### src/hw/rtl/aami_pkg.sv
// Shared constants, types and register codes of the area-average minifier.
// No dependencies.
package aami_pkg;

    localparam int MAX_TARGET_SIDE = 1024;
    localparam int MAX_SOURCE_SIDE = 16384;
    localparam int SIDE_W     = 15;
    localparam int TSIDE_W    = 11;
    localparam int PIX_W      = 32;
    localparam int CH_W       = 8;
    localparam int NCH        = 4;
    localparam int SUM_W      = 32;
    localparam int COL_W      = $clog2(MAX_TARGET_SIDE);
    localparam int ACC_AW     = COL_W + 1;
    localparam int ACC_DEPTH  = 2 * MAX_TARGET_SIDE;
    localparam int ACC_DW     = NCH * SUM_W;
    localparam int AREA_W     = 2 * SIDE_W;
    localparam int AREA_LIMIT = 1 << 23;
    localparam int DIV_W      = 24;
    localparam int SHIFT_W    = 3;
    localparam int WGT_W      = 2 * TSIDE_W;
    localparam int PROD_W     = CH_W + WGT_W;
    localparam int QREM_W     = SUM_W + 1;
    localparam int CFG_IDX_W  = 4;
    localparam int CFG_DATA_W = 16;

    localparam logic [CFG_IDX_W-1:0] REG_SRC_W = 4'd0;
    localparam logic [CFG_IDX_W-1:0] REG_SRC_H = 4'd1;
    localparam logic [CFG_IDX_W-1:0] REG_TGT_W = 4'd2;
    localparam logic [CFG_IDX_W-1:0] REG_TGT_H = 4'd3;

    localparam logic [SIDE_W-1:0]  RST_SRC_W = 15'd300;
    localparam logic [SIDE_W-1:0]  RST_SRC_H = 15'd150;
    localparam logic [TSIDE_W-1:0] RST_TGT_W = 11'd1;
    localparam logic [TSIDE_W-1:0] RST_TGT_H = 11'd1;

    typedef enum logic [2:0] {
        ST_CLEAR,
        ST_IDLE,
        ST_RD,
        ST_WR,
        ST_ADV
    } state_t;

    typedef struct packed {
        logic              clr_we;
        logic [ACC_AW-1:0] clr_addr;
        logic              accept;
        logic              rd;
        logic              wr;
        logic              div_start;
        logic              adv;
        logic [1:0]        k;
    } cmd_t;

    typedef struct packed {
        logic       cfg_hit;
        logic       cfg_ok;
        logic [3:0] k_en;
        logic       emit;
        logic       div_busy;
    } status_t;

endpackage

### src/hw/rtl/aami_ctrl.sv
// Sequencer: clearing pass, item accept, per-target read-modify-write steps.
// Depends on aami_pkg.
module aami_ctrl (
    input  logic              aclk,
    input  logic              aresetn,
    input  logic              s_valid,
    output logic              s_ready,
    input  aami_pkg::status_t sts,
    output aami_pkg::cmd_t    cmd
);
    import aami_pkg::*;

    state_t            state_reg, state_next;
    logic [1:0]        k_reg, k_next;
    logic [ACC_AW-1:0] cnt_reg, cnt_next;

    always_ff @(posedge aclk) begin
        if (!aresetn) begin
            state_reg <= ST_CLEAR;
            k_reg     <= '0;
            cnt_reg   <= '0;
        end else begin
            state_reg <= state_next;
            k_reg     <= k_next;
            cnt_reg   <= cnt_next;
        end
    end

    always_comb begin
        state_next = state_reg;
        k_next     = k_reg;
        cnt_next   = cnt_reg;
        cmd        = '0;
        cmd.k      = k_reg;
        cmd.clr_addr = cnt_reg;
        s_ready    = 1'b0;
        case (state_reg)
            ST_CLEAR: begin
                cmd.clr_we = 1'b1;
                cnt_next   = cnt_reg + 1'b1;
                if (&cnt_reg) begin
                    state_next = ST_IDLE;
                end
            end
            ST_IDLE: begin
                s_ready = 1'b1;
                if (s_valid) begin
                    cmd.accept = 1'b1;
                    k_next     = '0;
                    if (sts.cfg_ok) begin
                        state_next = ST_RD;
                    end
                end
            end
            ST_RD: begin
                if (sts.k_en[k_reg]) begin
                    cmd.rd     = 1'b1;
                    state_next = ST_WR;
                end else if (k_reg == 2'd3) begin
                    state_next = ST_ADV;
                end else begin
                    k_next = k_reg + 2'd1;
                end
            end
            ST_WR: begin
                if (!(k_reg == 2'd0 && sts.emit && sts.div_busy)) begin
                    cmd.wr        = 1'b1;
                    cmd.div_start = (k_reg == 2'd0) && sts.emit;
                    if (k_reg == 2'd3) begin
                        state_next = ST_ADV;
                    end else begin
                        k_next     = k_reg + 2'd1;
                        state_next = ST_RD;
                    end
                end
            end
            ST_ADV: begin
                cmd.adv    = 1'b1;
                state_next = ST_IDLE;
            end
            default: begin
                state_next = ST_CLEAR;
            end
        endcase
        if (sts.cfg_hit) begin
            state_next = ST_CLEAR;
            cnt_next   = '0;
        end
    end

endmodule

### config.mk
export PLATFORM = sky130hd
export DESIGN_NAME = aami_ctrl
export DESIGN_NICKNAME = d
export VERILOG_FILES = /design/src/hw/rtl/aami_pkg.sv /design/src/hw/rtl/aami_ctrl.sv
export SDC_FILE = /design/constraint.sdc
export NUM_CORES = 1
export LEC_CHECK = 0
export ABC_AREA = 1
export BUFFER_PORTS_ARGS = -buffer_cell sky130_fd_sc_hd__buf_2
export CAP_MARGIN = 15
export CORE_MARGIN = 3
export CORE_UTILIZATION = 51
export CTS_BUF_LIST = sky130_fd_sc_hd__clkbuf_4 sky130_fd_sc_hd__clkbuf_8
export CTS_CLUSTER_DIAMETER = 40
export DETAILED_ROUTE_END_ITERATION = 12
export PLACE_DENSITY = 0.91
export SYNTH_ARGS = -nofsm -noshare
export SYNTH_HDL_FRONTEND = slang
export SYNTH_SLANG_ARGS = --single-unit
### constraint.sdc
create_clock -name aclk -period 1.8 [get_ports aclk]
set_input_delay 0.45 -clock aclk [delete_from_list [all_inputs] [get_ports aclk]]
set_output_delay 0.45 -clock aclk [all_outputs]
set_load 0.02 [all_outputs]
---- After elaboration in Yosys (flattened, before gate mapping) ----
Index checks and enable logic that the tools add are counted.
word-level totals
  word-level logic and storage cells ...... 51
  output and inout bits ................... 20
  bits of input ports ..................... 11
  register bits ........................... 16
operators by class
  bitwise operators ....................... 1
  order comparisons ....................... 1
  reduce and logical (&&, ||, !) cells .... 9
  multiplexer cells ....................... 24
  add/subtract/negate cells ............... 2
  equality and inequality tests ........... 11
operator list
  kind                   count
  $mux 3                 7
  $pmux 3 s5             1
  $mux 2                 6
  $add 11x1->11 const B  1
  $reduce_and 11->1      1
  $ne 2x2->1 const B     5
  $mux 1                 8
  $eq 3x2->1 const B     2
  $pmux 2 s3             1
  $reduce_and 5->1       1
  $reduce_and 4->1       1
  $eq 3x1->1 const B     1
  $eq 3x3->1 const B     1
  $logic_not 3->1        1
  $lt 2x3->1 const B     1
  $ne 3x3->1 const B     1
  $reduce_bool 3->1      1
  $add 2x1->2 const B    1
  $bmux 1 s2             1
  $eq 2x2->1 const B     1
  $logic_and 1x1->1      2
  $logic_not 2->1        1
  $reduce_or 2->1        1
  $not 1->1              1

---- Logic depth before layout (Yosys ltp) ----
  depth in word-level cells ............... 5
  mapped depth ............................ 11
  depth with buffers taken out ............ 11

---- Least setup slack after synthesis ----
No wires, ideal clock.
  kind .................................... flip-flop to output port
  from .................................... reg k_reg[0]
  to ...................................... out cmd[4] (netlist name)
  setup slack ............................. 0.121 ns
  arrival time ............................ 1.229 ns
  stages on the path, launching flop included .. 6
  required time ........................... 1.350 ns
  buffers on the path ..................... 0
  cells stage by stage .................... dfxtp_1 inv_1 ha_1 nand2_1 nor2_1 nor2_1
RTL lines
  element                 RTL line         source
  from (decl)             aami_ctrl.sv:14  logic [1:0] k_reg, k_next;
  from (signal assigned)  aami_ctrl.sv:24  k_reg <= k_next;
  to (decl)               aami_ctrl.sv:9   output aami_pkg::cmd_t cmd

==> insert_results.sql <==
INSERT INTO impl_metrics (metric_group, metric, value, unit) VALUES
('run_status', 'run_status', 'complete, no violations', ''),
('clock_network', 'cts_root_buffer', 'sky130_fd_sc_hd__clkbuf_4', ''),
('synthesis', 'cell_types_with_the_largest_area_share_after_synthesis', 'sky130_fd_sc_hd__dfxtp_1, sky130_fd_sc_hd__nand2_1, sky130_fd_sc_hd__nor2_1', ''),
('timing', 'achievable-frequency', '0.570', 'GHz'),
('global_route', 'grt_use_met3', '2.45', '%'),
('global_route', 'gr-usage-met1', '25.5', '%'),
('timing', 'final_number_of_setup_violating_endpoints', '0', ''),
('global_route', 'grt_overflow', '0', ''),
('timing', 'drv_slew', '0', ''),
('layout', 'final_common_cell', 'sky130_fd_sc_hd__nand2_1', ''),
('placement', 'post-place-cells', '197', ''),
('critical_path', 'critical_path.slowest_cell', 'sky130_fd_sc_hd__dfxtp_4', ''),
('critical_path', 'timing.critical_path.slowest_cell_delay', '0.38', 'ns'),
('layout', 'layout_cells_sized_above_1', '33.3', '%'),
('timing', 'grt_setup_unrepaired', 'yes', ''),
('global_route', 'grt.busiest_layer', 'met2', ''),
('placement', 'place_hpwl', '1890', 'um'),
('floorplan', 'fp.dieArea', '2390', 'um2'),
('drt', 'dr.first_iter.drc_count', '48', ''),
('floorplan', 'fp.dieW', '48.9', 'um'),
('critical_path', 'worstSetupStartpointType', 'register', ''),
('floorplan', 'floorplan.die.height', '48.9', 'um'),
('synthesis', 'postSynthNetCount', '156', ''),
('synthesis', 'library_cell_with_the_largest_summed_area_after_synthesis', 'sky130_fd_sc_hd__dfxtp_1', ''),
('timing', 'layout_min_cycle_time', '1.75', 'ns'),
('synthesis', 'async_reset_ff_share', '0', '%'),
('timing', 'fin_crit_sh', '97.4', '%'),
('floorplan', 'rows', '14', ''),
('power', 'irDropWorstVdd', '594', 'uV'),
('timing', 'worst_pin_slew', '0.217', 'ns'),
('global_route', 'global_route.usage.total', '20.7', '%'),
('floorplan', 'core_outline_area', '1610', 'um2'),
('timing', 'fin_worst_skew', '0.00321', 'ns'),
('clock_network', 'worstSkewPairLatency', '0.28', 'ns'),
('placement', 'io_buffer_count', '30', ''),
('layout', 'most-common-layout-cells', 'sky130_fd_sc_hd__nand2_1, sky130_fd_sc_hd__buf_2, sky130_fd_sc_hd__nor2_1, sky130_fd_sc_hd__inv_1, sky130_fd_sc_hd__dfxtp_1', ''),
('critical_path', 'cp_data_required_time', '1.35', 'ns'),
('critical_path', 'worstPathMaxFanout', '7', ''),
('clock_network', 'cts-hold-fix-buffers', '0', ''),
('timing', 'maxSlewHeadroom', '85.5', '%'),
('synthesis', 'netlist-cell-type-count', '22', ''),
('clock_network', 'cts.reportedPaths.clkPinSlew', '0.09', 'ns'),
('synthesis', 'main_synth_ff_type', 'sky130_fd_sc_hd__dfxtp_1', ''),
('synthesis', 'sequential_cell_area_fraction_in_the_yosys_report', '34.2', '%'),
('power', 'cellPowerDensity', '487', 'nW/um2'),
('floorplan', 'floorplan.initialDensity', '58.2', '%'),
('placement', 'placer_congestion', '0.985', ''),
('global_route', 'grt.met2_usage', '36.7', '%'),
('synthesis', 'yosysWarningCount', '0', ''),
('clock_network', 'cts_htree_levels', '1', ''),
('layout', 'number_of_nets_in_the_final_layout', '193', ''),
('synthesis', 'syn-cell-area', '937', 'um2'),
('timing', 'worst_slack', '0.0460', 'ns'),
('power', 'static-leakage-power', '0.571', 'nW'),
('floorplan', 'io_pins', '31', ''),
('clock_network', 'cts_tree', 'built', ''),
('clock_network', 'cts.sink_count', '16', ''),
('timing', 'hold_violations', '0', ''),
('placement', 'pre_cts_ws', '0.229', 'ns'),
('drt', 'detail_route.first_pass.iterations', '5', ''),
('critical_path', 'cp_data_arrival_time', '1.30', 'ns'),
('global_route', 'via_count_of_the_first_global_routing_pass', '987', ''),
('worst_hold_path', 'holdCritPathClass', 'input port to register', ''),
('synthesis', 'post-synth-top-area-fraction', '34.2', '%'),
('drt', 'routed_wirelength', '2480', 'um'),
('critical_path', 'setup.worst_path.class', 'register to output pin', ''),
('clock_network', 'cts-root-to-sink-buffers', '2', ''),
('timing', 'setup_total_negative_slack', '0', 'ns'),
('global_route', 'wire_length_of_the_first_global_routing_pass', '4080', 'um'),
('layout', 'largest_register_ffs', '11', ''),
('layout', 'final_cells', '201', '');
-- cell type report --
cell class,instances,area (um2)
Clock buffer,3,22.5
Fill cell,140,415
Inverter,24,90.1
Multi-Input combinational cell,102,552
Sequential cell,16,329
Tap cell,24,30.0
Timing Repair Buffer,32,173
-- through the flow --
| stage | area [um2] | hold WS [ns] | util [%] | total power [mW] |
|---|---|---|---|---|
| after floorplan | 937 | 0.556 | - | 0.386 |
| after detailed placement | 1120 | 0.476 | 69.8 | 0.406 |
| after global placement | 1120 | 0.475 | 69.8 | 0.404 |
| final | 1200 | 0.415 | 74.2 | 0.582 |
| after CTS | 1160 | 0.414 | 72.1 | 0.584 |
| after global routing | 1200 | 0.420 | 74.2 | 0.608 |
-- cell usage after synthesis (2+ instances only) --
library cell and count:
sky130_fd_sc_hd__nand2_1 30, sky130_fd_sc_hd__nor2_1 27, sky130_fd_sc_hd__inv_1 22, sky130_fd_sc_hd__dfxtp_1 16, sky130_fd_sc_hd__nand3_1 10, sky130_fd_sc_hd__o21ai_0 6, sky130_fd_sc_hd__a21oi_1 5, sky130_fd_sc_hd__ha_1 3
sky130_fd_sc_hd__nor2_4 3, sky130_fd_sc_hd__nor3_1 3, sky130_fd_sc_hd__a31oi_1 2, sky130_fd_sc_hd__inv_2 2, sky130_fd_sc_hd__nand3_2 2, sky130_fd_sc_hd__nor2_2 2, sky130_fd_sc_hd__o21a_1 2
-- cell families (layout without fill, tap and decap cells) --
kind of cell | after synthesis | in the layout | synth area share (%)
DFF | 16 | 16 | 34.2
and+or+nand+nor | 79 | 79 | 39.1
AOI/OAI and AO/OA | 19 | 19 | 12.1
xor gates and xnor gates | 1 | 1 | 0.935
adders and majority gates | 3 | 3 | 4.01
buffers and inverters | 24 | 59 | 9.61
-- per-layer routing --
layer,wire length [um],vias up
met1,988,491
met4,59,0
met3,186,13
met2,1250,60
li1,-,521
met5,0,-
-- repair_timing --
| action | in CTS | in global routing |
|---|---|---|
| setup buffers | 1 | 0 |
| endpoints found under the setup margin | 3 | 3 |
| pin swaps | 1 | 2 |
| gates resized for setup | 5 | 13 |
-- power breakdown --
part,total (mW),internal [mW],switching (mW)
Clock,0.183,0.0775,0.105
Combinational,0.0425,0.0181,0.0244
Sequential,0.357,0.354,0.00256
Total,0.582,0.450,0.132
-- worst paths after layout --
check | start | slack [ns] | end | depth (start not counted)
max reg2reg | k_reg[0] | 0.32 | state_reg[1] | 10
max | k_reg[0] | 0.05 | cmd[5] | 6
min | aresetn | 0.41 | k_reg[0] | 3
min reg2reg | cnt_reg[7] | 0.49 | cnt_reg[7] | 2
-- worst max-delay path: cells and delay by family (launching register included) --
kind,cells,cell delay [ns]
buffers and inverters,2,0.22
flip-flops,1,0.38
AND/OR/NAND/NOR,4,0.42
Note: power is estimated with default switching activity, not from simulation.
